## src/sovn_pkg.sv

```systemverilog
package sovn_pkg;

  localparam int DIMENSIONS_DEF = 3;
  localparam int COORD_BITS_DEF = 32;

  localparam int MAX_DIM   = 3;
  localparam int MAX_NEIGH = 27;
  localparam int MAG_BITS  = 5;
  localparam int IDX_BITS  = 5;

  localparam logic [MAG_BITS-1:0] MAG_MIN = 5'd1;
  localparam logic [MAG_BITS-1:0] MAG_MAX = 5'd29;

  localparam int SIDE_BITS = 30;
  localparam int SQ_BITS   = 2 * SIDE_BITS;
  localparam int SUM_BITS  = SQ_BITS + 2;

  typedef logic [1:0] digit_t;
  localparam digit_t DIGIT_MINUS = 2'd0;
  localparam digit_t DIGIT_MID   = 2'd1;
  localparam digit_t DIGIT_PLUS  = 2'd2;

  typedef digit_t [MAX_DIM-1:0] digit_row_t;
  typedef digit_row_t [MAX_NEIGH-1:0] digit_tab_t;

  function automatic int ctr_bits(int cb);
    return ((cb > SIDE_BITS) ? cb : SIDE_BITS) + 2;
  endfunction

  function automatic digit_tab_t gen_digit_tab();
    digit_tab_t tab;
    digit_row_t row;
    logic       carry;
    row = '0;
    tab = '0;
    for (int k = 0; k < MAX_NEIGH; k++) begin
      tab[k] = row;
      carry  = 1'b1;
      for (int d = 0; d < MAX_DIM; d++) begin
        if (carry) begin
          if (row[d] == DIGIT_PLUS) begin
            row[d] = DIGIT_MINUS;
          end else begin
            row[d] = row[d] + 2'd1;
            carry  = 1'b0;
          end
        end
      end
    end
    return tab;
  endfunction

  localparam digit_tab_t DIGIT_TAB = gen_digit_tab();

endpackage

```

## src/sovn_sel.sv

```systemverilog
module sovn_sel import sovn_pkg::*; #(
  parameter int DIMENSIONS = DIMENSIONS_DEF,
  localparam int NEIGH = 3 ** DIMENSIONS
) (
  input  logic [DIMENSIONS-1:0][SQ_BITS-1:0] dplus_i,
  input  logic [DIMENSIONS-1:0][SQ_BITS-1:0] dminus_i,
  input  logic [SUM_BITS-1:0]                rad_i,
  output logic [NEIGH-1:0]                   mask_o
);

  always_comb begin
    logic [SUM_BITS-1:0] sum;
    mask_o = '0;
    for (int k = 0; k < NEIGH; k++) begin
      sum = '0;
      for (int d = 0; d < DIMENSIONS; d++) begin
        case (DIGIT_TAB[k][d])
          DIGIT_MINUS: sum = sum + SUM_BITS'(dminus_i[d]);
          DIGIT_PLUS:  sum = sum + SUM_BITS'(dplus_i[d]);
          default:     sum = sum;
        endcase
      end
      mask_o[k] = (sum < rad_i);
    end
  end

endmodule

```

## config.mk

```make
export PLATFORM = sky130hd
export DESIGN_NAME = sovn_sel
export DESIGN_NICKNAME = d
export VERILOG_FILES = /design/src/sovn_pkg.sv /design/src/sovn_sel.sv
export SDC_FILE = /design/constraint.sdc
export NUM_CORES = 2
export LEC_CHECK = 0
export BUFFER_PORTS_ARGS = -buffer_cell sky130_fd_sc_hd__buf_2
export CORE_MARGIN = 8
export CORE_UTILIZATION = 55
export DETAILED_ROUTE_END_ITERATION = 8
export GPL_TIMING_DRIVEN = 1
export MAX_ROUTING_LAYER = met4
export PLACE_DENSITY = 0.73
export SLEW_MARGIN = 10
export SYNTH_ARGS = -nofsm -noshare
export SYNTH_HDL_FRONTEND = slang
export SYNTH_SLANG_ARGS = --single-unit
```

## constraint.sdc

```tcl
create_clock -name vclk -period 17.4
set_clock_uncertainty 0.05 [all_clocks]
set_input_delay 0.87 -clock vclk [all_inputs]
set_output_delay 0.87 -clock vclk [all_outputs]
set_load 0.02 [all_outputs]
```

=== Yosys cells after proc, flatten, opt, wreduce, memory -nomap -nowiden ===
Cells that the tools add are included.

* Add/sub/neg operators: 20
* Magnitude comparators: 27

{| class="wikitable"
|+ Operators by type and width
! operator !! count
|-
| adder 60 x 60 -> 61 bit || 12
|-
| less-than comparator 62 bit || 11
|-
| less-than comparator 61 x 62 -> 1 bit || 9
|-
| less-than comparator 60 x 62 -> 1 bit || 6
|-
| adder 61 x 60 -> 62 bit || 4
|-
| adder 62 x 60 -> 62 bit || 4
|-
| less-than comparator 1 x 62 -> 1 bit, first input constant || 1
|}

* Register bits: 0
* Input bits: 422
* Output and inout bits: 27
* Word-level logic and storage cells: 47

=== Longest topological paths before layout ===
* Word-level depth: 3
* Depth in mapped cells: 42
* Mapped depth without buffers: 42

=== Worst setup path after synthesis ===
No wires, ideal clock.

* Path kind: input to output
* Start point: input dplus_i[1] (netlist name)
* End point: output mask_o[8]
* Data arrival time: 7.886 ns
* Data required time: 16.480 ns
* Path slack: 8.594 ns
* Stages: 40
* Buffers on the path: 0
* Cell sequence: ha_1 a211oi_1 o21bai_1 or2_2 nand2_1 nand2_1 and3_1 o21a_1 nor2_1 nor2_1 o21a_1 o21ai_0 nand2b_1 a31oi_1 xnor2_1 ha_1 a21o_1 a21oi_1 (+4 left out) a31o_2 a21boi_0 o221a_2 o21ai_0 a211oi_1 a21oi_1 ha_1 a21oi_1 nor2b_1 o21ai_0 nand2b_1 a21oi_1 nor2b_1 o21ai_0 nand2b_1 a21oi_1 nor2_1 a2111oi_0

* Cells in the longest elaborated chain, start to end: 3

{| class="wikitable"
|+ RTL lines
! item !! line !! source
|-
| start, declared || sovn_sel.sv:5 || <nowiki>input logic [DIMENSIONS-1:0][SQ_BITS-1:0] dplus_i,</nowiki>
|-
| adder 60 x 60 -> 61 bit || sovn_sel.sv:19 || <nowiki>DIGIT_PLUS: sum = sum + SUM_BITS'(dplus_i[d]);</nowiki>
|-
| adder 62 x 60 -> 62 bit || sovn_sel.sv:18 || <nowiki>DIGIT_MINUS: sum = sum + SUM_BITS'(dminus_i[d]);</nowiki>
|-
| less-than comparator 62 bit || sovn_sel.sv:23 || <nowiki>mask_o[k] = (sum < rad_i);</nowiki>
|-
| end, declared || sovn_sel.sv:8 || <nowiki>output logic [NEIGH-1:0] mask_o</nowiki>
|}

Every way passes these cells.

=== Worst setup path after layout ===
* Start point: input dminus_i[1] (netlist name)
* End point: output mask_o[24]

* Cells in the longest elaborated chain, start to end: 3

{| class="wikitable"
|+ RTL lines
! item !! line !! source
|-
| start, declared || sovn_sel.sv:6 || <nowiki>input logic [DIMENSIONS-1:0][SQ_BITS-1:0] dminus_i,</nowiki>
|-
| adder 60 x 60 -> 61 bit || sovn_sel.sv:19 ||
|-
| adder 61 x 60 -> 62 bit || sovn_sel.sv:19 ||
|-
| less-than comparator 62 bit || sovn_sel.sv:23 ||
|}

Every way passes these cells.

==> results.cfg <==
[floorplan]
design.core.area_um2 = 172000
die_h_um = 432
die_w_um = 432
initial_utilization_pct = 55.4
num_rows = 152
boundaryPins = 449
die-area_um2 = 186000

[sta]
slew_violations = 0
max_freq_mhz = 93.1
relSlewSlack_pct = 18.2
finalSetupViolCount = 0
timing.final.crit_share_pct = 61.7
hold_viol = 0
rsz0062_at_grt = false
worst_slack_ps = 6660
min_period_ps = 10740
fin_tns_setup_ps = 0
max_slew.worst_pin.slew_ps = 1220

[clock_tree]
cts_setup_buffers = 0
cts-hold-fix-buffers = 0
ctsResizeCount = 0

[worst_setup_path]
cpMostUsedCell = a21oi_1
arrival_ps = 9820
slowest_delay_ps = 540
worstSetupPathType = in -> out
start_kind = primary input
critPathSlowestCell = nor3_1
cp.required_ps = 16480
end_kind = output pin
crit_fanout = 8

[placed_design]
pre_cts_ws_ps = 7020
gp_congestion = 1.10
numPortBuffers = 449
dpl_cell_area_um2 = 100000
place_hpwl_um = 350000
dp_cells = 15200

[drt]
vias = 107000
detail_route.wl_per_cell_um = 27.3
first_iter_violations = 12200
dr.pass1.iters = 9
totalWireLength_um = 418000
antenna_left = 0
via_per_inst = 6.99
post-route-drc-count = 2

[global_routing]
grt_overflow_total = 0
grt.total_usage_pct = 42.7
grt_max_degree = 28
grt_pass1_wl_um = 606000
grt_pass1_vias = 103000
antenna_found_initial = 66

[run]
drv_cap = 0

[worst_hold_path]
hold_class = in -> out

[pwr]
vdd_ir_drop_max_mv = 0.0485
powerDensity_nw_per_um2 = 75.6
p_leak_nw = 50.8

[yosys]
syn_nets = 15800
synth_area_leaders = ha_1 37%, a21o_1 9.2%, a21oi_1 8.3%, xnor2_1 6.8%, o21ai_0 3.9%
yosysTopAreaCellShare_pct = 36.9
synth_area_um2 = 95100
syn-instance-count = 12600
ys_warn_count = 0
avgSynthCellArea_um2 = 7.56
synth_largest_area_cell = ha_1
ys_seq_area_share_pct = 0
synth_cell_types = 101

[outcome]
violations = design-rule violations
status = finished with violations

[finish]
nets = 16200
postLayoutCoreUtil_pct = 58.5
layout-drive-gt1-share_pct = 5.18
design_area_um2 = 100000
mostFrequentLayoutCells = 2802 x ha_1, 1569 x a21oi_1, 1164 x a21o_1
clkbuf_count = 0
regArea_um2 = 0
seq_cell_count = 0
syn_to_final_growth_pct = 5.59
stdcell_count = 15300
final_common_cell = ha_1
## layer usage
layer  wire [µm]  GRT usage, %
met4       26500          22.2
met5           0             -
met1      169000          56.2
met2      170000          62.4
met3       52200          7.35
## through the flow
step	power, mW	hold WS (ps)
2_1_floorplan	5.40	1890
3_3_place_gp	7.11	2200
3_5_place_dp	7.34	2210
4_1_cts	7.38	2210
5_1_grt	8.31	2230
6_report	7.59	2210
## worst max-delay path: cells and delay by family
family | cells | cell delay, ps
AOI/OAI and AO/OA | 19 | 4600
and+or+nand+nor | 11 | 1900
xor gates and xnor gates | 2 | 670
buffers and inverters | 3 | 690
adders and majority gates | 3 | 1060
## logic make-up (layout without fill, tap and decap cells)
group | Yosys count | count (layout) | synth area share [%]
mux | 1 | 1 | 0.0105
other cells | 0 | 57 | 0
fa+ha+maj | 2822 | 2822 | 37.3
simple gates | 3368 | 3368 | 18.6
buf+inv | 518 | 874 | 2.06
compound gates | 4740 | 4740 | 31.7
xor+xnor | 1121 | 1121 | 10.3
## worst paths after layout
check / startpoint / endpoint / slack (ps) / cells past startpoint
hold / removal: rad_i[35] / mask_o[13] / 2210 / 6
setup / recovery: dminus_i[1] / mask_o[24] / 6660 / 38
## cell usage after synthesis, drive strengths merged (41+ instances only)
master,n
o21a,143
nand2b,430
and3,114
o211ai,57
a31oi,151
clkbuf,177
o31ai,92
xnor2,735
a211oi,94
nand2,627
nor3,147
nand3,221
o21bai,156
a21o,1165
o21ai,858
nor2b,442
inv,329
nor2,630
and2,63
and4,41
a221oi,55
xor2,386
nor4,50
ha,2802
nand4,488
a21oi,1581
## cell type report
cell class                 instances  area, µm²
multi-input combinational      12100      93200
fill                           16200      71300
timing repair buffer             544       2960
tap                             2310       2890
inverter                         330       1240
antenna                           57        143
## where the power goes
| group | internal, mW | switching [mW] | leakage [nW] |
|---|---|---|---|
| sequential | 0 | 0 | 0 |
| clock | 0.000000142 | 0 | 0.000362 |
| combinational | 3.12 | 4.47 | 50.8 |
| total | 3.12 | 4.47 | 50.8 |
Note: power is estimated with default switching activity, not from simulation.
