[src/sovn_pkg.sv]
package sovn_pkg;

  localparam int DIMENSIONS_DEF = 3;
  localparam int COORD_BITS_DEF = 32;

  localparam int MAX_DIM   = 3;
  localparam int MAX_NEIGH = 27;
  localparam int MAG_BITS  = 5;
  localparam int IDX_BITS  = 5;

  localparam logic [MAG_BITS-1:0] MAG_MIN = 5'd1;
  localparam logic [MAG_BITS-1:0] MAG_MAX = 5'd29;

  localparam int SIDE_BITS = 30;
  localparam int SQ_BITS   = 2 * SIDE_BITS;
  localparam int SUM_BITS  = SQ_BITS + 2;

  typedef logic [1:0] digit_t;
  localparam digit_t DIGIT_MINUS = 2'd0;
  localparam digit_t DIGIT_MID   = 2'd1;
  localparam digit_t DIGIT_PLUS  = 2'd2;

  typedef digit_t [MAX_DIM-1:0] digit_row_t;
  typedef digit_row_t [MAX_NEIGH-1:0] digit_tab_t;

  function automatic int ctr_bits(int cb);
    return ((cb > SIDE_BITS) ? cb : SIDE_BITS) + 2;
  endfunction

  function automatic digit_tab_t gen_digit_tab();
    digit_tab_t tab;
    digit_row_t row;
    logic       carry;
    row = '0;
    tab = '0;
    for (int k = 0; k < MAX_NEIGH; k++) begin
      tab[k] = row;
      carry  = 1'b1;
      for (int d = 0; d < MAX_DIM; d++) begin
        if (carry) begin
          if (row[d] == DIGIT_PLUS) begin
            row[d] = DIGIT_MINUS;
          end else begin
            row[d] = row[d] + 2'd1;
            carry  = 1'b0;
          end
        end
      end
    end
    return tab;
  endfunction

  localparam digit_tab_t DIGIT_TAB = gen_digit_tab();

endpackage

[src/sovn_axis.sv]
module sovn_axis import sovn_pkg::*; #(
  parameter int COORD_BITS = COORD_BITS_DEF,
  localparam int CTR_BITS = ctr_bits(COORD_BITS)
) (
  input  logic                  clk_i,
  input  logic                  en_b_i,
  input  logic                  en_c_i,
  input  logic [COORD_BITS-1:0] loc_i,
  input  logic [SIDE_BITS-1:0]  side_i,
  input  logic [SIDE_BITS-1:0]  half_i,
  output logic [CTR_BITS-1:0]   ctr_o,
  output logic [SQ_BITS-1:0]    dplus_o,
  output logic [SQ_BITS-1:0]    dminus_o
);

  logic [CTR_BITS-1:0]  loc_x, side_x, half_x, low_mask, low_x, base_x, ctr_d;
  logic                 neg, low_nz;
  logic [SIDE_BITS-1:0] u_d, v_d;

  logic [CTR_BITS-1:0]  ctr_b_q, ctr_c_q;
  logic [SIDE_BITS-1:0] u_b_q, v_b_q;
  logic [SQ_BITS-1:0]   dplus_q, dminus_q;

  assign loc_x    = {{(CTR_BITS-COORD_BITS){loc_i[COORD_BITS-1]}}, loc_i};
  assign side_x   = {{(CTR_BITS-SIDE_BITS){1'b0}}, side_i};
  assign half_x   = {{(CTR_BITS-SIDE_BITS){1'b0}}, half_i};
  assign low_mask = side_x - {{(CTR_BITS-1){1'b0}}, 1'b1};
  assign low_x    = loc_x & low_mask;
  assign neg      = loc_i[COORD_BITS-1];
  assign low_nz   = |low_x;
  assign base_x   = (loc_x & ~low_mask) + ((neg && low_nz) ? side_x : '0);
  assign ctr_d    = neg ? (base_x - half_x) : (base_x + half_x);
  assign u_d      = (neg && !low_nz) ? '0 : (side_i - low_x[SIDE_BITS-1:0]);
  assign v_d      = side_i - u_d;

  always_ff @(posedge clk_i) begin
    if (en_b_i) begin
      ctr_b_q <= ctr_d;
      u_b_q   <= u_d;
      v_b_q   <= v_d;
    end
    if (en_c_i) begin
      ctr_c_q  <= ctr_b_q;
      dplus_q  <= u_b_q * u_b_q;
      dminus_q <= v_b_q * v_b_q;
    end
  end

  assign ctr_o    = ctr_c_q;
  assign dplus_o  = dplus_q;
  assign dminus_o = dminus_q;

endmodule

[config.mk]
export PLATFORM = sky130hd
export DESIGN_NAME = sovn_axis
export DESIGN_NICKNAME = d
export VERILOG_FILES = /design/src/sovn_pkg.sv /design/src/sovn_axis.sv
export SDC_FILE = /design/constraint.sdc
export NUM_CORES = 2
export LEC_CHECK = 0
export ABC_AREA = 1
export BUFFER_PORTS_ARGS = -buffer_cell sky130_fd_sc_hd__buf_2
export CAP_MARGIN = 20
export CORE_MARGIN = 4
export CORE_UTILIZATION = 40
export DETAILED_ROUTE_END_ITERATION = 10
export PLACE_DENSITY = 0.67
export SYNTH_ARGS = -nofsm -noshare
export SYNTH_HDL_FRONTEND = slang
export SYNTH_SLANG_ARGS = --single-unit
[constraint.sdc]
create_clock -name clk_i -period 7.51 [get_ports clk_i]
set_input_delay 0.3755 -clock clk_i [delete_from_list [all_inputs] [get_ports clk_i]]
set_output_delay 0.3755 -clock clk_i [all_outputs]
set_load 0.03 [all_outputs]
[Word-level counts from Yosys, hierarchy flattened]
Cells that the tools add are included.
Word-level totals
  bits of input ports: 95
  output and inout bits: 154
  register bits after elaboration: 248
  logic and storage cells: 24
Cells by class
  bitwise logic cells: 3
  reduce and logical (&&, ||, !) cells: 4
  multiply operators: 2
  $add $sub $neg: 6
  mux-type cells: 3
Operator list (number)
  $mul 30x30->60: 2
  $add 34x30->34: 2
  $and 34x34->34: 2
  $mux 30: 2
  $sub 30x30->30: 2
  $mux 34: 1
  $not 34->34: 1
  $reduce_or 34->1: 1
  $sub 34x30->34: 1
  $sub 30x1->31 const B: 1
  $logic_and 1x1->1: 2
  $logic_not 1->1: 1

[Logic depth before layout (Yosys ltp)]
  depth after elaboration: 8
  mapped depth: 40
  mapped depth without buffers: 39

[Least setup slack after synthesis]
Ideal clock, no wire load.
  kind: flip-flop to flip-flop
  from: reg v_b_q[5]
  to: reg dminus_q[58] (netlist: dminus_o[58]), data pin
  cell stages (with the launch flop): 27
  period minus slack after synthesis: 7.004 ns
  arrival time: 6.739 ns
  data required time: 7.245 ns
  setup slack: 0.506 ns
  cells stage by stage: edfxtp_1 -> clkbuf_1 -> buf_1 -> nand2_1 -> fa_1 -> inv_1 -> fa_1 -> fa_1 -> inv_1 -> fa_1 -> inv_1 -> fa_1 -> inv_1 -> fa_1 -> inv_1 -> fa_1 -> fa_1 -> ha_1 -> nand2_1 -> nor2_1 -> inv_1 -> nor4_1 -> nand4_1 -> nand3_1 -> a31oi_1 -> o21ai_0 -> xor2_1
On the way
  cells in the longest elaborated chain, start to end: 1
Ends and longest elaborated chain
  from (decl): RTL line sovn_axis.sv:21  | logic [SIDE_BITS-1:0] u_b_q, v_b_q;
  from (signal assigned): RTL line sovn_axis.sv:40  | v_b_q <= v_d;
  $mul 30x30->60: RTL line sovn_axis.sv:45  | dminus_q <= v_b_q * v_b_q;
  to (signal assigned): RTL line sovn_axis.sv:45
  to (decl): RTL line sovn_axis.sv:22  | logic [SQ_BITS-1:0] dplus_q, dminus_q;
No other way between the ends.
A chain may end at the register's enable or synchronous reset.

[Worst setup path in the final report]
  from: reg u_b_q[19]
  to: reg dplus_q[52] (netlist: dplus_o[52]), data pin
On the way
  cells in the longest elaborated chain, start to end: 1
Ends and longest elaborated chain
  from (decl): RTL line sovn_axis.sv:21
  from (signal assigned): RTL line sovn_axis.sv:39  | u_b_q <= u_d;
  $mul 30x30->60: RTL line sovn_axis.sv:44  | dplus_q <= u_b_q * u_b_q;
  to (signal assigned): RTL line sovn_axis.sv:44
  to (decl): RTL line sovn_axis.sv:22
No other way between the ends.

==> impl_metrics.csv <==
group,metric,value,unit
outcome,status,"finished clean",
global_route,grt_usage,0.223,
floorplan,die_h,421,um
place,gp_congestion,0.962,
routing,viasPerCell,4.88,
logic_synthesis,synth.largest_area_cell,"fa_1",
routing,routed_wl,193000,um
timing,final.setup_skew,0.0446,ns
logic_synthesis,ys_ff_latch,246,
critical_path,cp_max_fo,12,
logic_synthesis,avgSynthCellArea,8.46,um^2
timing,fmax,138,MHz
critical_path,endpoint,"dplus_o[52]",
cells_and_area,drive_gt1_frac,0.0786,
critical_path,r2r-start,"u_b_q[19]",
min_path,hold_class,"input pin to flip-flop",
floorplan,std_cell_rows,151,
clock_tree,cts_buffers,34,
timing,fin_crit,7.24,ns
timing,period_share,0.965,
floorplan,io-pin-count,249,
timing,final-setup-viol-count,0,
global_route,grt_pass1_wl,307000,um
min_path,worstHoldPathCells,1,
routing,first_pass_iters,5,
global_route,antenna_found_initial,49,
logic_synthesis,ys_types,54,
critical_path,r2r_slack,0.27,ns
floorplan,die_x,421,um
timing,setup_ws,0.266,ns
routing,wire_per_inst,18.1,um
critical_path,cp-start-kind,"flip-flop",
global_route,grt_start_max_net_pins,65,
critical_path,arrival,7.56,ns
routing,drc,0,
cells_and_area,final_common_cell,"inv_1",
critical_path,rr_worst_depth,26,
clock_tree,cts_root_buf,"clkbuf_16",
logic_synthesis,async_flop_share,0,
logic_synthesis,synthTopCellsByArea,"fa_1 41%, inv_1 14%, ha_1 11%",
logic_synthesis,synthFlopType,"edfxtp_1",
logic_synthesis,synth_edf_count,246,
clock_tree,hold_buffers,0,
floorplan,start_util,0.402,
floorplan,dieArea,177000,um^2
logic_synthesis,seq_area_frac_synth,0.108,
timing,rsz0062_at_grt,"yes",
place,io_buffers,246,
global_route,grt_pass1_vias,56421,
clock_tree,htreeDepth,2,
routing,ant_nets,0,
timing,drv_slew,0,
timing,worst_slew_pin_slew,0.994,ns
global_route,grt_overflow,0,
cells_and_area,nFillCells,16433,
timing,slew_headroom,0.337,
logic_synthesis,synth_top_area_share,0.409,
cells_and_area,area_growth,10.0,%
logic_synthesis,syn_inst,8065,
logic_synthesis,yosysWarnings,0,
critical_path,crit_start,"u_b_q[19]",
floorplan,core-area,169000,um^2
cells_and_area,layout_common_cells,"2,473 x inv_1, 1,488 x nand2_1, 1,391 x fa_1",
clock_tree,clock_sinks,246,
routing,vias,52055,
min_path,hp-start,"en_c_i",
clock_tree,cts_tree,"yes",
cells_and_area,fin_nets,10487,
logic_synthesis,netlist_area,68200,um^2
clock_tree,clockBufferDepth,3,
critical_path,worstReg2RegEnd,"dplus_o[52]",
routing,drt_iter0_markers,3518,
place,dp_hpwl,167000,um
critical_path,crit_path_end_kind,"flip-flop",
flow_run,maxCapViolations,0,
place,pre_cts_ws,-0.114,ns
critical_path,worstPathRequired,7.82,ns
timing,finalHoldViolCount,0,
critical_path,critPathKind,"flip-flop to flip-flop",
clock_tree,clk_transition_reported_paths,0.07,ns
clock_tree,clock_latency,0.60,ns
## cell usage after synthesis, types with 8 or more instances
| library cell | instances |
|---|---|
| a21boi_0 | 8 |
| a21o_1 | 22 |
| a21oi_1 | 310 |
| a21oi_2 | 8 |
| a31oi_1 | 51 |
| buf_1 | 19 |
| clkbuf_1 | 165 |
| edfxtp_1 | 246 |
| fa_1 | 1393 |
| ha_1 | 610 |
| inv_1 | 2473 |
| inv_2 | 17 |
| nand2_1 | 1489 |
| nand2_2 | 16 |
| nand3_1 | 87 |
| nand4_1 | 32 |
| nor2_1 | 431 |
| nor2_2 | 9 |
| nor3_1 | 38 |
| nor4_1 | 11 |
| o211ai_1 | 11 |
| o21a_1 | 25 |
| o21ai_0 | 154 |
| o21ai_1 | 18 |
| o21bai_1 | 24 |
| o31ai_1 | 8 |
| or2_2 | 15 |
| xnor2_1 | 102 |
| xor2_1 | 197 |
## repair_timing
item                                    CTS  global route
gates resized for setup                   0            42
endpoints found under the setup margin    5            34
gates cloned                              0             1
pin swaps                                 0             3
setup buffers                             6            59
## cells by family (layout without fill, tap and decap cells)
family                   after synthesis  in the layout  share of synthesized area
AND/OR/NAND/NOR                     2167           2167                      0.129
XOR/XNOR                             299            299                     0.0384
adder cells (fa/ha/maj)             2003           2003                      0.521
flip-flops                           246            246                      0.108
other                                  1             34                  0.0000550
buffers and inverters               2682           3030                      0.148
AO/OA/AOI/OAI                        667            667                     0.0554
## flip-flops by register name, summed over array words and instances, names as in the netlist
name      count
dplus_o      59
dminus_o     59
ctr_b_q      34
v_b_q        30
ctr_o        34
u_b_q        30
## how the worst min path moves through the flow
stage / to / slack [ns]
after global placement: ctr_o[26] / 0.40
after detailed placement: ctr_o[12] / 0.41
final: ctr_o[5] / 0.18
after floorplan: ctr_o[0] / 0.40
after global routing: ctr_o[4] / 0.16
after CTS: ctr_o[5] / 0.14
## through the flow
step / cell area [um^2] / hold WS, ns / TNS, ns / std cells / utilization
after global placement: 73100 / 0.403 / -0.0280 / 10505 / 0.431
after CTS: 74300 / 0.138 / 0 / 10572 / 0.438
final: 75000 / 0.182 / 0 / 10664 / 0.443
after floorplan: 68200 / 0.400 / 0 / 8066 / -
after detailed placement: 73100 / 0.405 / -0.213 / 10505 / 0.431
after global routing: 75000 / 0.162 / -0.0974 / 10650 / 0.443
## metal layers
metal | share of wire | track usage | up-vias
met3 | 0.059 | 0.0319 | 383
li1 | - | - | 24275
met2 | 0.49 | 0.383 | 1552
met5 | 0.00046 | 0 | -
met1 | 0.41 | 0.284 | 25831
met4 | 0.043 | 0.0875 | 14
## final cells by class
class                      count  area [um^2]  share of cell area
clock inverter                22          195             0.00260
inverter                    2490         9350               0.125
antenna                       32         80.1             0.00107
clock buffer                  39          891              0.0119
multi-input combinational   5138        50900               0.678
tap                         2218         2780              0.0370
timing repair buffer         479         3490              0.0466
sequential                   246         7390              0.0984
## worst max-delay path, cell delays in order (launching register included)
cell and delay, ns:
edfxtp_1 0.36, buf_4 0.19, buf_4 0.18, buf_4 0.20
nand2_1 0.08, inv_1 0.08, fa_1 0.55, inv_1 0.06
fa_1 0.49, fa_1 0.58, fa_1 0.43, fa_1 0.52
fa_1 0.44, fa_1 0.57, inv_1 0.06, ha_1 0.28
ha_1 0.39, nand2_1 0.11, nor2_1 0.15, inv_1 0.09
nor4_1 0.36, buf_4 0.18, nand3_1 0.07, nand3_1 0.16
a21o_1 0.19, a21oi_1 0.09, xnor2_1 0.12
Power is left out: the tool's default activity adds up to more than one toggle a clock period on the data nets, which glitch-free logic cannot reach.
