**config.mk**
```make
export PLATFORM = sky130hd
export DESIGN_NAME = sovn_emit
export DESIGN_NICKNAME = d
export VERILOG_FILES = /design/src/sovn_pkg.sv /design/src/sovn_emit.sv
export SDC_FILE = /design/constraint.sdc
export NUM_CORES = 1
export LEC_CHECK = 0
export BUFFER_PORTS_ARGS = -buffer_cell sky130_fd_sc_hd__buf_2
export CAP_MARGIN = 0
export CORE_MARGIN = 5
export CORE_UTILIZATION = 48
export CTS_BUF_LIST = sky130_fd_sc_hd__clkbuf_8
export DETAILED_ROUTE_END_ITERATION = 8
export PLACE_DENSITY = 0.7
export SKIP_LAST_GASP = 1
export SLEW_MARGIN = 20
export SYNTH_ARGS = -nofsm -noshare
export SYNTH_HDL_FRONTEND = slang
export SYNTH_SLANG_ARGS = --single-unit
```
**constraint.sdc**
```tcl
create_clock -name clk_i -period 10.6 [get_ports clk_i]
set_clock_uncertainty 0.15 [all_clocks]
set_input_delay 2.12 -clock clk_i [delete_from_list [all_inputs] [get_ports clk_i]]
set_output_delay 2.12 -clock clk_i [all_outputs]
set_load 0.01 [all_outputs]
```
**src/sovn_pkg.sv**
```systemverilog
package sovn_pkg;

  localparam int DIMENSIONS_DEF = 3;
  localparam int COORD_BITS_DEF = 32;

  localparam int MAX_DIM   = 3;
  localparam int MAX_NEIGH = 27;
  localparam int MAG_BITS  = 5;
  localparam int IDX_BITS  = 5;

  localparam logic [MAG_BITS-1:0] MAG_MIN = 5'd1;
  localparam logic [MAG_BITS-1:0] MAG_MAX = 5'd29;

  localparam int SIDE_BITS = 30;
  localparam int SQ_BITS   = 2 * SIDE_BITS;
  localparam int SUM_BITS  = SQ_BITS + 2;

  typedef logic [1:0] digit_t;
  localparam digit_t DIGIT_MINUS = 2'd0;
  localparam digit_t DIGIT_MID   = 2'd1;
  localparam digit_t DIGIT_PLUS  = 2'd2;

  typedef digit_t [MAX_DIM-1:0] digit_row_t;
  typedef digit_row_t [MAX_NEIGH-1:0] digit_tab_t;

  function automatic int ctr_bits(int cb);
    return ((cb > SIDE_BITS) ? cb : SIDE_BITS) + 2;
  endfunction

  function automatic digit_tab_t gen_digit_tab();
    digit_tab_t tab;
    digit_row_t row;
    logic       carry;
    row = '0;
    tab = '0;
    for (int k = 0; k < MAX_NEIGH; k++) begin
      tab[k] = row;
      carry  = 1'b1;
      for (int d = 0; d < MAX_DIM; d++) begin
        if (carry) begin
          if (row[d] == DIGIT_PLUS) begin
            row[d] = DIGIT_MINUS;
          end else begin
            row[d] = row[d] + 2'd1;
            carry  = 1'b0;
          end
        end
      end
    end
    return tab;
  endfunction

  localparam digit_tab_t DIGIT_TAB = gen_digit_tab();

endpackage

```
**src/sovn_emit.sv**
```systemverilog
module sovn_emit import sovn_pkg::*; #(
  parameter int DIMENSIONS = DIMENSIONS_DEF,
  parameter int COORD_BITS = COORD_BITS_DEF,
  localparam int NEIGH = 3 ** DIMENSIONS,
  localparam int CTR_BITS = ctr_bits(COORD_BITS)
) (
  input  logic                                 clk_i,
  input  logic                                 rst_ni,
  input  logic                                 valid_i,
  output logic                                 ready_o,
  input  logic [NEIGH-1:0]                     mask_i,
  input  logic [DIMENSIONS-1:0][CTR_BITS-1:0]  ctr_i,
  input  logic [SIDE_BITS-1:0]                 side_i,
  output logic                                 valid_o,
  input  logic                                 ready_i,
  output logic [MAX_DIM-1:0][COORD_BITS:0]     center_o,
  output logic [IDX_BITS-1:0]                  idx_o,
  output logic                                 last_o
);

  logic                                busy_q, ov_q;
  logic [NEIGH-1:0]                    mask_q, rest;
  logic [DIMENSIONS-1:0][CTR_BITS-1:0] ctr_q;
  logic [SIDE_BITS-1:0]                side_q;
  logic [MAX_DIM-1:0][COORD_BITS:0]    cen_d, cen_q;
  logic [IDX_BITS-1:0]                 sel, idx_q;
  logic                                last_q, fire;

  always_comb begin
    sel = '0;
    for (int k = NEIGH - 1; k >= 0; k--) begin
      if (mask_q[k]) sel = IDX_BITS'(k);
    end
  end

  assign rest    = mask_q & (mask_q - {{(NEIGH-1){1'b0}}, 1'b1});
  assign fire    = busy_q && (!ov_q || ready_i);
  assign ready_o = !busy_q || (fire && (rest == '0));

  for (genvar d = 0; d < MAX_DIM; d++) begin : g_cen
    if (d < DIMENSIONS) begin : g_on
      logic [CTR_BITS:0] ctr_x, side_x, nb;
      assign ctr_x  = {ctr_q[d][CTR_BITS-1], ctr_q[d]};
      assign side_x = {{(CTR_BITS+1-SIDE_BITS){1'b0}}, side_q};
      always_comb begin
        case (DIGIT_TAB[sel][d])
          DIGIT_MINUS: nb = ctr_x - side_x;
          DIGIT_PLUS:  nb = ctr_x + side_x;
          default:     nb = ctr_x;
        endcase
      end
      assign cen_d[d] = nb[COORD_BITS:0];
    end else begin : g_off
      assign cen_d[d] = '0;
    end
  end

  always_ff @(posedge clk_i or negedge rst_ni) begin
    if (!rst_ni) begin
      busy_q <= 1'b0;
      ov_q   <= 1'b0;
    end else begin
      if (ready_o) busy_q <= valid_i;
      if (fire) begin
        ov_q <= 1'b1;
      end else if (ready_i) begin
        ov_q <= 1'b0;
      end
    end
  end

  always_ff @(posedge clk_i) begin
    if (ready_o) begin
      mask_q <= mask_i;
      ctr_q  <= ctr_i;
      side_q <= side_i;
    end else if (fire) begin
      mask_q <= rest;
    end
    if (fire) begin
      cen_q  <= cen_d;
      idx_q  <= sel;
      last_q <= (rest == '0);
    end
  end

  assign valid_o  = ov_q;
  assign center_o = cen_q;
  assign idx_o    = idx_q;
  assign last_o   = last_q;

endmodule

```
# [Yosys cells after proc, flatten, opt, wreduce, memory -nomap -nowiden]
# Memories as Yosys holds them, arrays and structs flattened.
# Index checks and enable logic that the tools add are counted.
[totals] input_bits=163 elab_cells=72 memories=1 reg_bits=263 out_inout_bits=107 rom_bits=192
[memory_table] memory="(no name shown)" words=32 width=6 read_ports=1 rd_clocked_by_memory_dff=0 write_ports=0 line="sovn_emit.sv:46" text="case (DIGIT_TAB[sel][d])"
[classes] eq_ne=3 bitwise=1 n_addsub=7 magnitude_cmp=1 muxes=35 reduce_logical=12
[op_table] op="33-bit case mux with 2 select lines" count=3
[op_table] op="5-bit 2-to-1 mux" count=27
[op_table] op="33-bit by 31-bit adder with 33-bit output" count=3
[op_table] op="33-bit by 31-bit subtractor with 33-bit output" count=3
[op_table] op="27-bit 2-to-1 mux" count=2
[op_table] op="27-bit AND" count=1
[op_table] op="27-bit zero test" count=1
[op_table] op="27-bit by 1-bit subtractor with 27-bit output (second input constant)" count=1
[op_table] op="2-bit == test (second input constant)" count=3
[op_table] op="2-bit zero test" count=3
[op_table] op="5-bit by 6-bit less-than comparator with 1-bit output (second input constant)" count=1
[op_table] op="6-bit 2-to-1 mux" count=1
[op_table] op="2-bit nonzero test" count=2
[op_table] op="1-bit logical AND" count=2
[op_table] op="1-bit zero test" count=2
[op_table] op="1-bit logical OR" count=2
[op_table] op="1-bit 2-to-1 mux" count=2

# [Longest topological paths before layout]
# Gate-level depths: netlist of run 1.
[depth] ltp_word=31 ltp_mapped=30 depth_no_buf=29

# [Least setup slack after synthesis of run 1]
# OpenSTA, ideal clock, no wires.
[synth_timing] path_type="input-to-output" startpoint="in ready_i" endpoint="out ready_o" arrival_ns=4.347 stages=3 path_slack_ns=3.983 path_buffers=1 path_cell_list="nor2b_1 > o41ai_4 > buf_2"
[synth_between] elab_chain_cells=4
[synth_rtl] item="start: declaration" line="sovn_emit.sv:15" text="input logic ready_i,"
[synth_rtl] item="1-bit logical OR" line="sovn_emit.sv:37" text="assign fire = busy_q && (!ov_q || ready_i);"
[synth_rtl] item="1-bit logical AND" line="sovn_emit.sv:37"
[synth_rtl] item="1-bit logical AND" line="sovn_emit.sv:38" text="assign ready_o = !busy_q || (fire && (rest == '0));"
[synth_rtl] item="1-bit logical OR" line="sovn_emit.sv:38"
[synth_rtl] item="end: declaration" line="sovn_emit.sv:10" text="output logic ready_o,"
# Every way passes these cells.

# [Worst setup path in the final report of run 1]
[layout_timing] startpoint="reg mask_q[22]" endpoint="reg cen_q (netlist bit center_o[30]), data pin"
[layout_between] elab_chain_cells=27
[layout_rtl] item="start: declaration" line="sovn_emit.sv:22" text="logic [NEIGH-1:0] mask_q, rest;"
[layout_rtl] item="start signal: assignment" line="sovn_emit.sv:74" text="mask_q <= mask_i;"
[layout_rtl] item="start signal: assignment" line="sovn_emit.sv:78" text="mask_q <= rest;"
[layout_rtl] item="5-bit 2-to-1 mux (*) (23 in series)" line="sovn_emit.sv:32" text="if (mask_q[k]) sel = IDX_BITS'(k);"
[layout_rtl] item="named net sel[2]" line="sovn_emit.sv:26" text="logic [IDX_BITS-1:0] sel, idx_q;"
[layout_rtl] item="memory 32 x 6 bit (*)"
[layout_rtl] item="6-bit 2-to-1 mux (*)"
[layout_rtl] item="2-bit == test / 2-bit zero test (equally long branches)" line="sovn_emit.sv:46"
[layout_rtl] item="33-bit case mux with 2 select lines (*)" line="sovn_emit.sv:46"
[layout_rtl] item="named net g_cen[0].g_on.nb[30]" line="sovn_emit.sv:42" text="logic [CTR_BITS:0] ctr_x, side_x, nb;"
[layout_rtl] item="end signal: assignment" line="sovn_emit.sv:81" text="cen_q <= cen_d;"
[layout_rtl] item="end: declaration" line="sovn_emit.sv:25" text="logic [MAX_DIM-1:0][COORD_BITS:0] cen_d, cen_q;"
# Mark *: on every way through the listed nets, which the timed path passes. The rest lies on a longest branch. The select of a mux whose other input is x is not followed.
# A chain may end at the register's enable or synchronous reset.

==> metrics.cfg, run 1 <==
[power]
powerDensity_nw_per_um2 = 133
ir_worst_vdd_mv = 0.102
power_w = 0.00250
p_leak_nw = 7.67

[yosys]
ys.flop_type = edfxtp_1
synthArstFlopShare = 0.00760
syn_area_per_cell_um2 = 10.2
synth_edf_count = 261
synthCells = 1585
ys_ff_latch = 263
syn_nets = 1855
ys_types = 76
seq_area_frac_synth = 0.488
synth_area_um2 = 16200
yosys_warnings = 0

[setup_path]
cp.arrival_ns = 7.43
worstRegToRegCells = 21
cp-start-kind = register
timing.rr.start = mask_q[22]
cp_max_fo = 45
path_class = register to register
required_ns = 10.78
cp-end-kind = register
crit_start = mask_q[22]

[grt]
grt_pass1_vias = 12486
grt_pass1_wl_um = 67400
grt_max_degree = 181
antenna_found_initial = 7
grt_overflow = 0
grt_usage = 0.226

[min_path]
hp-start = ctr_q[66]
hold_depth = 1
hold_class = register to register

[clock_tree]
cts_tree = yes
cts_buffers = 48
cts_buffer_depth = 3
cts_setup_buffers = 0
cts_hold_buffers = 0
cts_resized = 0
htree_num_levels = 2
cts.clk_slew.worst_paths_ns = 0.06
cts_root_buf = clkbuf_8
cts_sinks = 263
worst_skew_pair.late_latency_ns = 0.62

[sta]
worst_slew_pin_slew_ns = 1.04
fmax_ghz = 0.138
slew_violations = 0
finalSetupViolations = 0
hold_viol_final = 0
tns_ns = 0
max_slew_margin = 0.304
period_share = 0.684
rsz0062_at_grt = false
layout_min_cycle_time_ns = 7.25

[drt]
first_pass_iters = 5
vias = 12808
drt_iter0_drc = 925
routed_wl_um = 43600
viasPerCell = 5.49
post_drt_wl_per_cell_um = 18.7
drc_errors = 0
drtAntennaViolNets = 0

[floorplan]
coreArea_um2 = 33400
die_y_um = 193
die-area_um2 = 37400
initial_utilization = 0.484
fp-row-count = 67
fp.dieW_um = 193
io_pins = 270

[run_status]
outcome = finished, final reports clean

[final_layout]
area_growth_pct = 16.1
nNetsFinal = 2120
fill_cells = 3026
layout_commonest_cell = buf_2
drive_gt1_frac = 0.194
final_cell_mix = buf_2 (266), edfxtp_1 (261), nand2_1 (234)
finalNonFillerCells = 2334

[placed_design]
place_congestion = 0.901
port_buffers = 266
dp_hpwl_um = 32300
dp_cells = 2248

[run]
max_cap_viol_count = 0

[cells in the mapped netlist (all sizes together) (4+ instances only)]
cell / count / area share
a211o: 5 / 0.0027
a211oi: 16 / 0.0074
a21boi: 7 / 0.0033
a21o: 38 / 0.018
a21oi: 101 / 0.031
a31oi: 7 / 0.0031
and2: 13 / 0.0050
and3: 12 / 0.0046
buf: 15 / 0.0047
clkbuf: 44 / 0.010
edfxtp: 261 / 0.48
ha: 104 / 0.081
inv: 40 / 0.0093
mux2: 7 / 0.0049
nand2: 235 / 0.055
nand2b: 19 / 0.0074
nand3: 19 / 0.0062
nand4: 7 / 0.0027
nor2: 137 / 0.032
nor2b: 12 / 0.0046
nor3: 33 / 0.010
nor3b: 5 / 0.0023
nor4: 9 / 0.0048
o211ai: 10 / 0.0046
o21a: 14 / 0.0065
o21ai: 129 / 0.040
o21bai: 15 / 0.0070
o22ai: 4 / 0.0015
o31ai: 17 / 0.0079
o41ai: 7 / 0.0050
or2: 8 / 0.0031
or3: 14 / 0.0054
or4: 6 / 0.0028
xnor2: 94 / 0.051
xor2: 72 / 0.039
[worst max-delay path, cell delays in order, from the launching register on]
cell,delay (ns)
edfxtp_1,0.43
or4_1,0.61
a21bo_2,0.26
a31oi_2,0.44
inv_2,0.17
xnor2_1,0.23
o2111ai_1,0.19
o21ai_4,0.12
buf_4,0.42
and2_1,0.56
nor2_1,0.11
xor2_1,0.33
ha_1,0.35
nor2b_1,0.16
o31ai_1,0.34
a21oi_1,0.19
o311ai_0,0.69
a211oi_1,0.25
or3_1,0.44
a41oi_1,0.25
xor2_1,0.16
a21oi_1,0.08
[sequential cells by signal, summed over array words and instances, names as in the netlist]
signal / count
ctr_q: 99
mask_q: 27
center_o: 99
valid_o: 1
busy_q: 1
side_q: 30
last_o: 1
idx_o: 5
[logic make-up after synthesis]
kind of cell               Yosys count  synth area share
AOI/OAI and AO/OA                  403             0.157
xor gates and xnor gates           166            0.0900
adders and majority gates          109            0.0855
buffers and inverters               99            0.0243
DFF                                263             0.488
muxes                                9           0.00612
and+or+nand+nor                    536             0.149
[path summary, 6_finish.rpt]
check / end / slack, ns
min reg2reg: center_o[65] / 0.40
max reg2reg: center_o[30] / 3.35
max: center_o[30] / 3.35
max in group asynchronous: valid_o / 9.07
min in group asynchronous: busy_q / 1.13
min: center_o[65] / 0.40
[metal layers]
metal / part of all wire / GRT usage / routed length, um
met3: 0.061 / 0.0506 / 2650
met4: 0.035 / 0.0818 / 1520
met1: 0.44 / 0.303 / 19300
met5: 0.0012 / 0 / 53
met2: 0.46 / 0.361 / 20100
[where the power goes]
part	switching (W)	internal (W)	leakage, nW
combinational	0.000225	0.000159	4.73
clock	0.000433	0.000453	0.471
sequential	0.0000198	0.00121	2.47
[stage by stage]
step	hold slack, ns	cell area, um2	setup WS [ns]	utilization
after floorplan	0.367	16200	3.98	-
after global placement	0.358	17900	3.49	0.536
after detailed placement	0.387	17900	3.47	0.536
after CTS	0.399	18800	3.41	0.562
after global routing	0.422	18800	2.70	0.562
final	0.397	18800	3.35	0.562
[final cells by class]
class / count / area, um2 / share of cell area
multi-input cells: 1223 / 7900 / 0.421
flip-flops and latches: 263 / 7890 / 0.420
repair buffers: 274 / 1400 / 0.0748
clock buffers: 49 / 674 / 0.0359
well taps: 448 / 561 / 0.0299
clock inverters: 34 / 183 / 0.00974
inverters: 40 / 150 / 0.00800
diodes: 3 / 7.51 / 0.000400
(Power assumes the default switching activity.)
==> run 2: changes to the inputs <==
PLACE_DENSITY = 0.72   (was 0.7)
clock period = 6.2 ns   (was 10.6 ns; I/O delays follow)
==> metrics.cfg, run 2 (synthesis results as in run 1) <==
[placed_design]
port_buffers = 266  ; unchanged
place_congestion = 0.886  ; was 0.901
dp_hpwl_um = 33700  ; was 32300 um

[power]
clkPwrFrac = 0.384  ; was 0.355
ir_worst_vdd_mv = 0.181  ; was 0.102 mV
intPower_w = 0.00334  ; was 0.00182 W
comb_power_share = 0.155  ; was 0.154
power_w = 0.00454  ; was 0.00250 W
switching_share = 0.264  ; was 0.272
powerDensity_nw_per_um2 = 234  ; was 133 nW/um2
p_leak_nw = 7.96  ; was 7.67 nW
p_seq_frac = 0.461  ; was 0.491
p_switching_w = 0.00120  ; was 0.000678 W

[floorplan]
initial_utilization = 0.484  ; unchanged
io_pins = 270  ; unchanged
coreArea_um2 = 33400  ; unchanged
fp-row-count = 67  ; unchanged
fp.dieW_um = 193  ; unchanged
die-area_um2 = 37400  ; unchanged
die_y_um = 193  ; unchanged

[sta]
fmax_ghz = 0.168  ; was 0.138 GHz
period_share = 0.959  ; was 0.684
worst_slew_pin_slew_ns = 0.892  ; was 1.04 ns
layout_min_cycle_time_ns = 5.94  ; was 7.25 ns
max_slew_margin = 0.405  ; was 0.304
tns_ns = 0  ; unchanged
slew_violations = 0  ; unchanged
hold_viol_final = 0  ; unchanged
finalSetupViolations = 0  ; unchanged

[run_status]
outcome = finished, final reports clean  ; unchanged

[final_layout]
fill_cells = 2983  ; was 3026
nNetsFinal = 2156  ; was 2120
drive_gt1_frac = 0.227  ; was 0.194
multi_input_area_um2 = 8070  ; was 7900 um2
layout_commonest_cell = buf_2  ; unchanged
seqCellArea_um2 = 7890  ; unchanged
area_growth_pct = 19.8  ; was 16.1%
final_cell_mix = buf_2 (266), edfxtp_1 (261), nand2_1 (233)  ; was buf_2 (266), edfxtp_1 (261), nand2_1 (234)
final_util = 0.580  ; was 0.562

[clock_tree]
cts_sinks = 263  ; unchanged
cts_hold_buffers = 0  ; unchanged
cts_buffers = 47  ; was 48
htree_num_levels = 2  ; unchanged
cts_tree = yes  ; unchanged
cts.clk_slew.worst_paths_ns = 0.06  ; about the same
cts_root_buf = clkbuf_8  ; unchanged
worst_skew_pair.late_latency_ns = 0.62  ; about the same
cts_buffer_depth = 3  ; unchanged

[grt]
antenna_found_initial = 4  ; was 7
grt_overflow = 0  ; unchanged
grt_max_degree = 122  ; was 181
grt_usage = 0.232  ; was 0.226
grt_pass1_vias = 12770  ; was 12486
grt_pass1_wl_um = 69500  ; was 67400 um

[drt]
drc_errors = 0  ; unchanged
drt_iter0_drc = 1005  ; was 925
vias = 13086  ; was 12808
drtAntennaViolNets = 0  ; unchanged
routed_wl_um = 45300  ; was 43600 um
viasPerCell = 5.52  ; was 5.49
first_pass_iters = 5  ; unchanged
post_drt_wl_per_cell_um = 19.1  ; was 18.7 um

[min_path]
hold_class = input pin to async pin  ; was register to register

[setup_path]
required_ns = 6.43  ; was 10.78 ns
path_buf_inv = 4  ; was 2
cpMostUsedCell = buf_4
worstRegToRegCells = 22  ; was 21
max_stage_delay_ns = 0.47  ; was 0.69 ns
path_class = register to register  ; unchanged
cp.arrival_ns = 6.17  ; was 7.43 ns
path_cells = buf_4 > o311ai_0 > a31oi_1 > o211ai_1 > nand2_1 > buf_4 > a31oi_1 > buf_4 > nor2_1 > xor2_1 > ha_1 > o21a_1 > o31a_1 > o21ai_0 > o41ai_1 > buf_4 > a211oi_1 > o211ai_1 > a211oi_1 > nor3_1 > or2_2 > a22o_1  ; was or4_1 > a21bo_2 > a31oi_2 > inv_2 > xnor2_1 > o2111ai_1 > o21ai_4 > buf_4 > and2_1 > nor2_1 > xor2_1 > ha_1 > nor2b_1 > o31ai_1 > a21oi_1 > o311ai_0 > a211oi_1 > or3_1 > a41oi_1 > xor2_1 > a21oi_1
cp-start-kind = register  ; unchanged
r2r_slack_ns = 0.26  ; was 3.35 ns
timing.rr.start = mask_q[25]  ; was mask_q[22]
reg2reg_to = center_o[98]  ; was center_o[30]
cp_max_fo = 12  ; was 45
cp-end-kind = register  ; unchanged
cp_top_family = compound AO/OA/AOI/OAI gates  ; unchanged
cp_slowest_cell = edfxtp_1  ; was o311ai_0

[run]
max_cap_viol_count = 0  ; unchanged

-- run 2: worst max path at each step --
stage                    to  slack (ns)  startpoint  cells past startpoint
2_1_floorplan       ready_o        0.55   mask_q[2]                     11
3_3_place_gp   center_o[31]        0.13  mask_q[25]                     27
3_5_place_dp   center_o[63]      -0.002  mask_q[25]                     27
4_1_cts        center_o[31]        0.03  mask_q[25]                     27
5_1_grt        center_o[31]       -0.02  mask_q[25]                     24
6_report       center_o[98]        0.26  mask_q[25]                     22
-- run 2: worst register-to-register path, cell delays in order, from the launching register on --
cell and delay [ns]:
edfxtp_1 0.47, buf_4 0.18, o311ai_0 0.27, a31oi_1 0.18, o211ai_1 0.31, nand2_1 0.16, buf_4 0.17, a31oi_1 0.28
buf_4 0.28, nor2_1 0.08, xor2_1 0.20, ha_1 0.31, o21a_1 0.20, o31a_1 0.13, o21ai_0 0.43, o41ai_1 0.13
buf_4 0.15, a211oi_1 0.44, o211ai_1 0.23, a211oi_1 0.36, nor3_1 0.10, or2_2 0.30, a22o_1 0.19
-- run 2: stage by stage --
step | setup WS [ns] | instance area [um2] | hold slack [ns] | instances
CTS | 0.0293 | 19100 | 0.199 | 2362
global placement | 0.125 | 18200 | 0.354 | 2280
detailed placement | -0.00175 | 18200 | 0.397 | 2280
finish | 0.257 | 19400 | 0.243 | 2371
floorplan | 0.552 | 16200 | 0.367 | 1585
global route | -0.0152 | 19400 | 0.213 | 2370
-- run 2: area by class of cell --
cell class,instances,area share
clock buffer,49,0.0348
antenna,4,0.000517
multi-input combinational,1223,0.417
timing repair buffer,311,0.0884
sequential,263,0.407
inverter,40,0.00776
tap,448,0.0290
clock inverter,33,0.0154
-- run 2: layer usage --
layer  global-route usage  routed length, um  up-vias
met5                    0                  0        -
li1                     -                  -     6393
met4               0.0779               1380        0
met1                0.315              20000     6131
met3               0.0503               3060       85
met2                0.371              20900      477
-- run 2: power groups by stage --
stage,clock [W],combinational [W],sequential [W]
finish,0.00174,0.000702,0.00209
global route,0.00187,0.000778,0.00210
CTS,0.00179,0.000680,0.00209
detailed placement,0,0.000674,0.00213
global placement,0,0.000659,0.00213
floorplan,0,0.000395,0.00216
-- run 2: what timing repair did --
item                                    CTS  global route
endpoints found under the setup margin    3            26
buffers inserted                          0             5
gates resized for setup                   2            38
gates cloned                              0             0
pin swaps                                 0             7
==> run 3: changes to the inputs <==
CELL_PAD_IN_SITES_DETAIL_PLACEMENT = 0   (was unset)
CELL_PAD_IN_SITES_GLOBAL_PLACEMENT = 1   (was unset)
CORE_UTILIZATION = 41   (was 48)
PLACE_DENSITY = 0.79   (was 0.72)
==> metrics.cfg, run 3 (synthesis results as in run 1) <==
[run_status]
outcome = finished, final reports clean  ; unchanged

[grt]
grt_pass1_vias = 12861  ; was 12770
grt_usage = 0.209  ; was 0.232
gr-usage-met2 = 0.334  ; was 0.371
grt_util_met1 = 0.286  ; was 0.315
top_usage_layer = met2  ; unchanged
met3_usage = 0.0381  ; was 0.0503
grt_overflow = 0  ; unchanged
grt_max_degree = 181  ; was 122
grt_pass1_wl_um = 71500  ; was 69500 um
antenna_found_initial = 4  ; unchanged

[clock_tree]
cts_hold_buffers = 0  ; unchanged
cts_sinks = 263  ; unchanged
cts.clk_slew.worst_paths_ns = 0.06  ; about the same
cts_buffers = 47  ; unchanged
cts_root_buf = clkbuf_8  ; unchanged
cts_buffer_depth = 3  ; unchanged
worst_skew_pair.late_latency_ns = 0.63  ; was 0.62 ns
htree_num_levels = 2  ; unchanged
cts_tree = yes  ; unchanged

[floorplan]
io_pins = 270  ; unchanged
die_y_um = 209  ; was 193 um
fp.dieW_um = 209  ; was 193 um
initial_utilization = 0.416  ; was 0.484
coreArea_um2 = 38800  ; was 33400 um2
fp-row-count = 72  ; was 67
die-area_um2 = 43500  ; was 37400 um2

[power]
p_seq_frac = 0.478  ; was 0.461
ir_worst_vdd_mv = 0.142  ; was 0.181 mV
clkPwrFrac = 0.356  ; was 0.384
comb_power_share = 0.165  ; was 0.155
p_switching_w = 0.00119  ; was 0.00120 W
intPower_w = 0.00318  ; was 0.00334 W
powerDensity_nw_per_um2 = 222  ; was 234 nW/um2
switching_share = 0.273  ; was 0.264
p_leak_nw = 8.16  ; was 7.96 nW

[drt]
routed_wl_um = 46900  ; was 45300 um
drtAntennaViolNets = 0  ; unchanged
first_pass_iters = 5  ; unchanged
drc_errors = 0  ; unchanged
vias = 12981  ; was 13086
drt_iter0_drc = 978  ; was 1005
viasPerCell = 5.20  ; was 5.52
post_drt_wl_per_cell_um = 18.8  ; was 19.1 um

[final_layout]
final_cell_mix = buf_2 (266), edfxtp_1 (261), nand2_1 (234)  ; was buf_2 (266), edfxtp_1 (261), nand2_1 (233)
fill_cells = 3604  ; was 2983
nNetsFinal = 2210  ; was 2156
final_util = 0.507  ; was 0.580
drive_gt1_frac = 0.239  ; was 0.227
area_growth_pct = 21.8  ; was 19.8%
layout_commonest_cell = buf_2  ; unchanged

[sta]
fmax_ghz = 0.170  ; was 0.168 GHz
period_share = 0.947  ; was 0.959
max_slew_margin = 0.311  ; was 0.405
tns_ns = 0  ; unchanged
rsz0062_at_grt = true
hold_viol_final = 0  ; unchanged
layout_min_cycle_time_ns = 5.87  ; was 5.94 ns
finalSetupViolations = 0  ; unchanged
slew_violations = 0  ; unchanged
worst_slew_pin_slew_ns = 1.03  ; was 0.892 ns

[run]
max_cap_viol_count = 0  ; unchanged

[placed_design]
dp_hpwl_um = 34900  ; was 33700 um
port_buffers = 266  ; unchanged
place_congestion = 0.877  ; was 0.886

[setup_path]
path_cells = or4_1 > a21bo_2 > a31oi_2 > inv_2 > buf_4 > a21o_1 > o21ai_1 > buf_12 > nand2_1 > xnor2_1 > ha_1 > a21oi_1 > nand2_1 > a221o_1 > a211o_1 > o211ai_1 > a21oi_1 > a41o_1 > a311oi_1 > xor2_1 > o21ai_0  ; was buf_4 > o311ai_0 > a31oi_1 > o211ai_1 > nand2_1 > buf_4 > a31oi_1 > buf_4 > nor2_1 > xor2_1 > ha_1 > o21a_1 > o31a_1 > o21ai_0 > o41ai_1 > buf_4 > a211oi_1 > o211ai_1 > a211oi_1 > nor3_1 > or2_2 > a22o_1
path_class = register to register  ; unchanged
max_stage_delay_ns = 0.63  ; was 0.47 ns
cp-start-kind = register  ; unchanged
worstRegToRegCells = 21  ; was 22
cp_max_fo = 19  ; was 12
cp_slowest_cell = or4_1  ; was edfxtp_1
required_ns = 6.42  ; was 6.43 ns
path_buf_inv = 3  ; was 4
path_depth = 21  ; was 22
cp-end-kind = register  ; unchanged
cp.arrival_ns = 6.09  ; was 6.17 ns
cp_top_family = compound AO/OA/AOI/OAI gates  ; unchanged
r2r_slack_ns = 0.33  ; was 0.26 ns

[min_path]
hold_class = input pin to async pin  ; unchanged

[run 3: path summary, 6_finish.rpt]
kind | from | end
min in group clk_i | valid_o | valid_o
max in group asynchronous | rst_ni | busy_q
setup / recovery | mask_q[23] | center_o[97]
setup reg to reg | mask_q[23] | center_o[97]
hold reg to reg | valid_o | valid_o
hold / removal | rst_ni | valid_o
[run 3: per-layer routing]
metal / vias up / routed length (um)
met2: 379 / 21800
met5: - / 13
met1: 6026 / 21100
met4: 2 / 1380
li1: 6499 / -
met3: 75 / 2620
[run 3: area by class of cell]
| class | instances | area, um2 | share of cell area |
|---|---|---|---|
| Clock buffer | 48 | 661 | 0.0336 |
| Sequential cell | 263 | 7890 | 0.401 |
| Timing Repair Buffer | 365 | 2100 | 0.107 |
| Antenna cell | 3 | 7.51 | 0.000381 |
| Multi-Input combinational cell | 1223 | 8020 | 0.407 |
| Inverter | 40 | 150 | 0.00763 |
| Tap cell | 518 | 648 | 0.0329 |
| Clock inverter | 38 | 213 | 0.0108 |
[run 3: what timing repair did]
item	4_1_cts	5_1_grt
buffers inserted	0	3
gates resized for setup	1	29
pin swaps	0	4
endpoints found under the setup margin	1	30
[run 3: power by group through the flow]
stage               sequential, W  clock [W]  combinational [W]
floorplan                 0.00216          0           0.000395
CTS                       0.00209    0.00162           0.000713
global placement          0.00213          0           0.000697
global route              0.00210    0.00169           0.000803
detailed placement        0.00213          0           0.000706
finish                    0.00209    0.00156           0.000722
[run 3: through the flow]
step / hold WS, ns / instance area (um2) / power, W / instances / worst slack (ns)
after global routing: 0.196 / 19700 / 0.00459 / 2498 / -0.0546
after detailed placement: 0.370 / 18700 / 0.00283 / 2406 / 0.0388
after floorplan: 0.367 / 16200 / 0.00256 / 1585 / 0.552
after CTS: 0.172 / 19500 / 0.00442 / 2492 / 0.0532
final: 0.240 / 19700 / 0.00437 / 2498 / 0.328
after global placement: 0.362 / 18700 / 0.00282 / 2406 / 0.0748
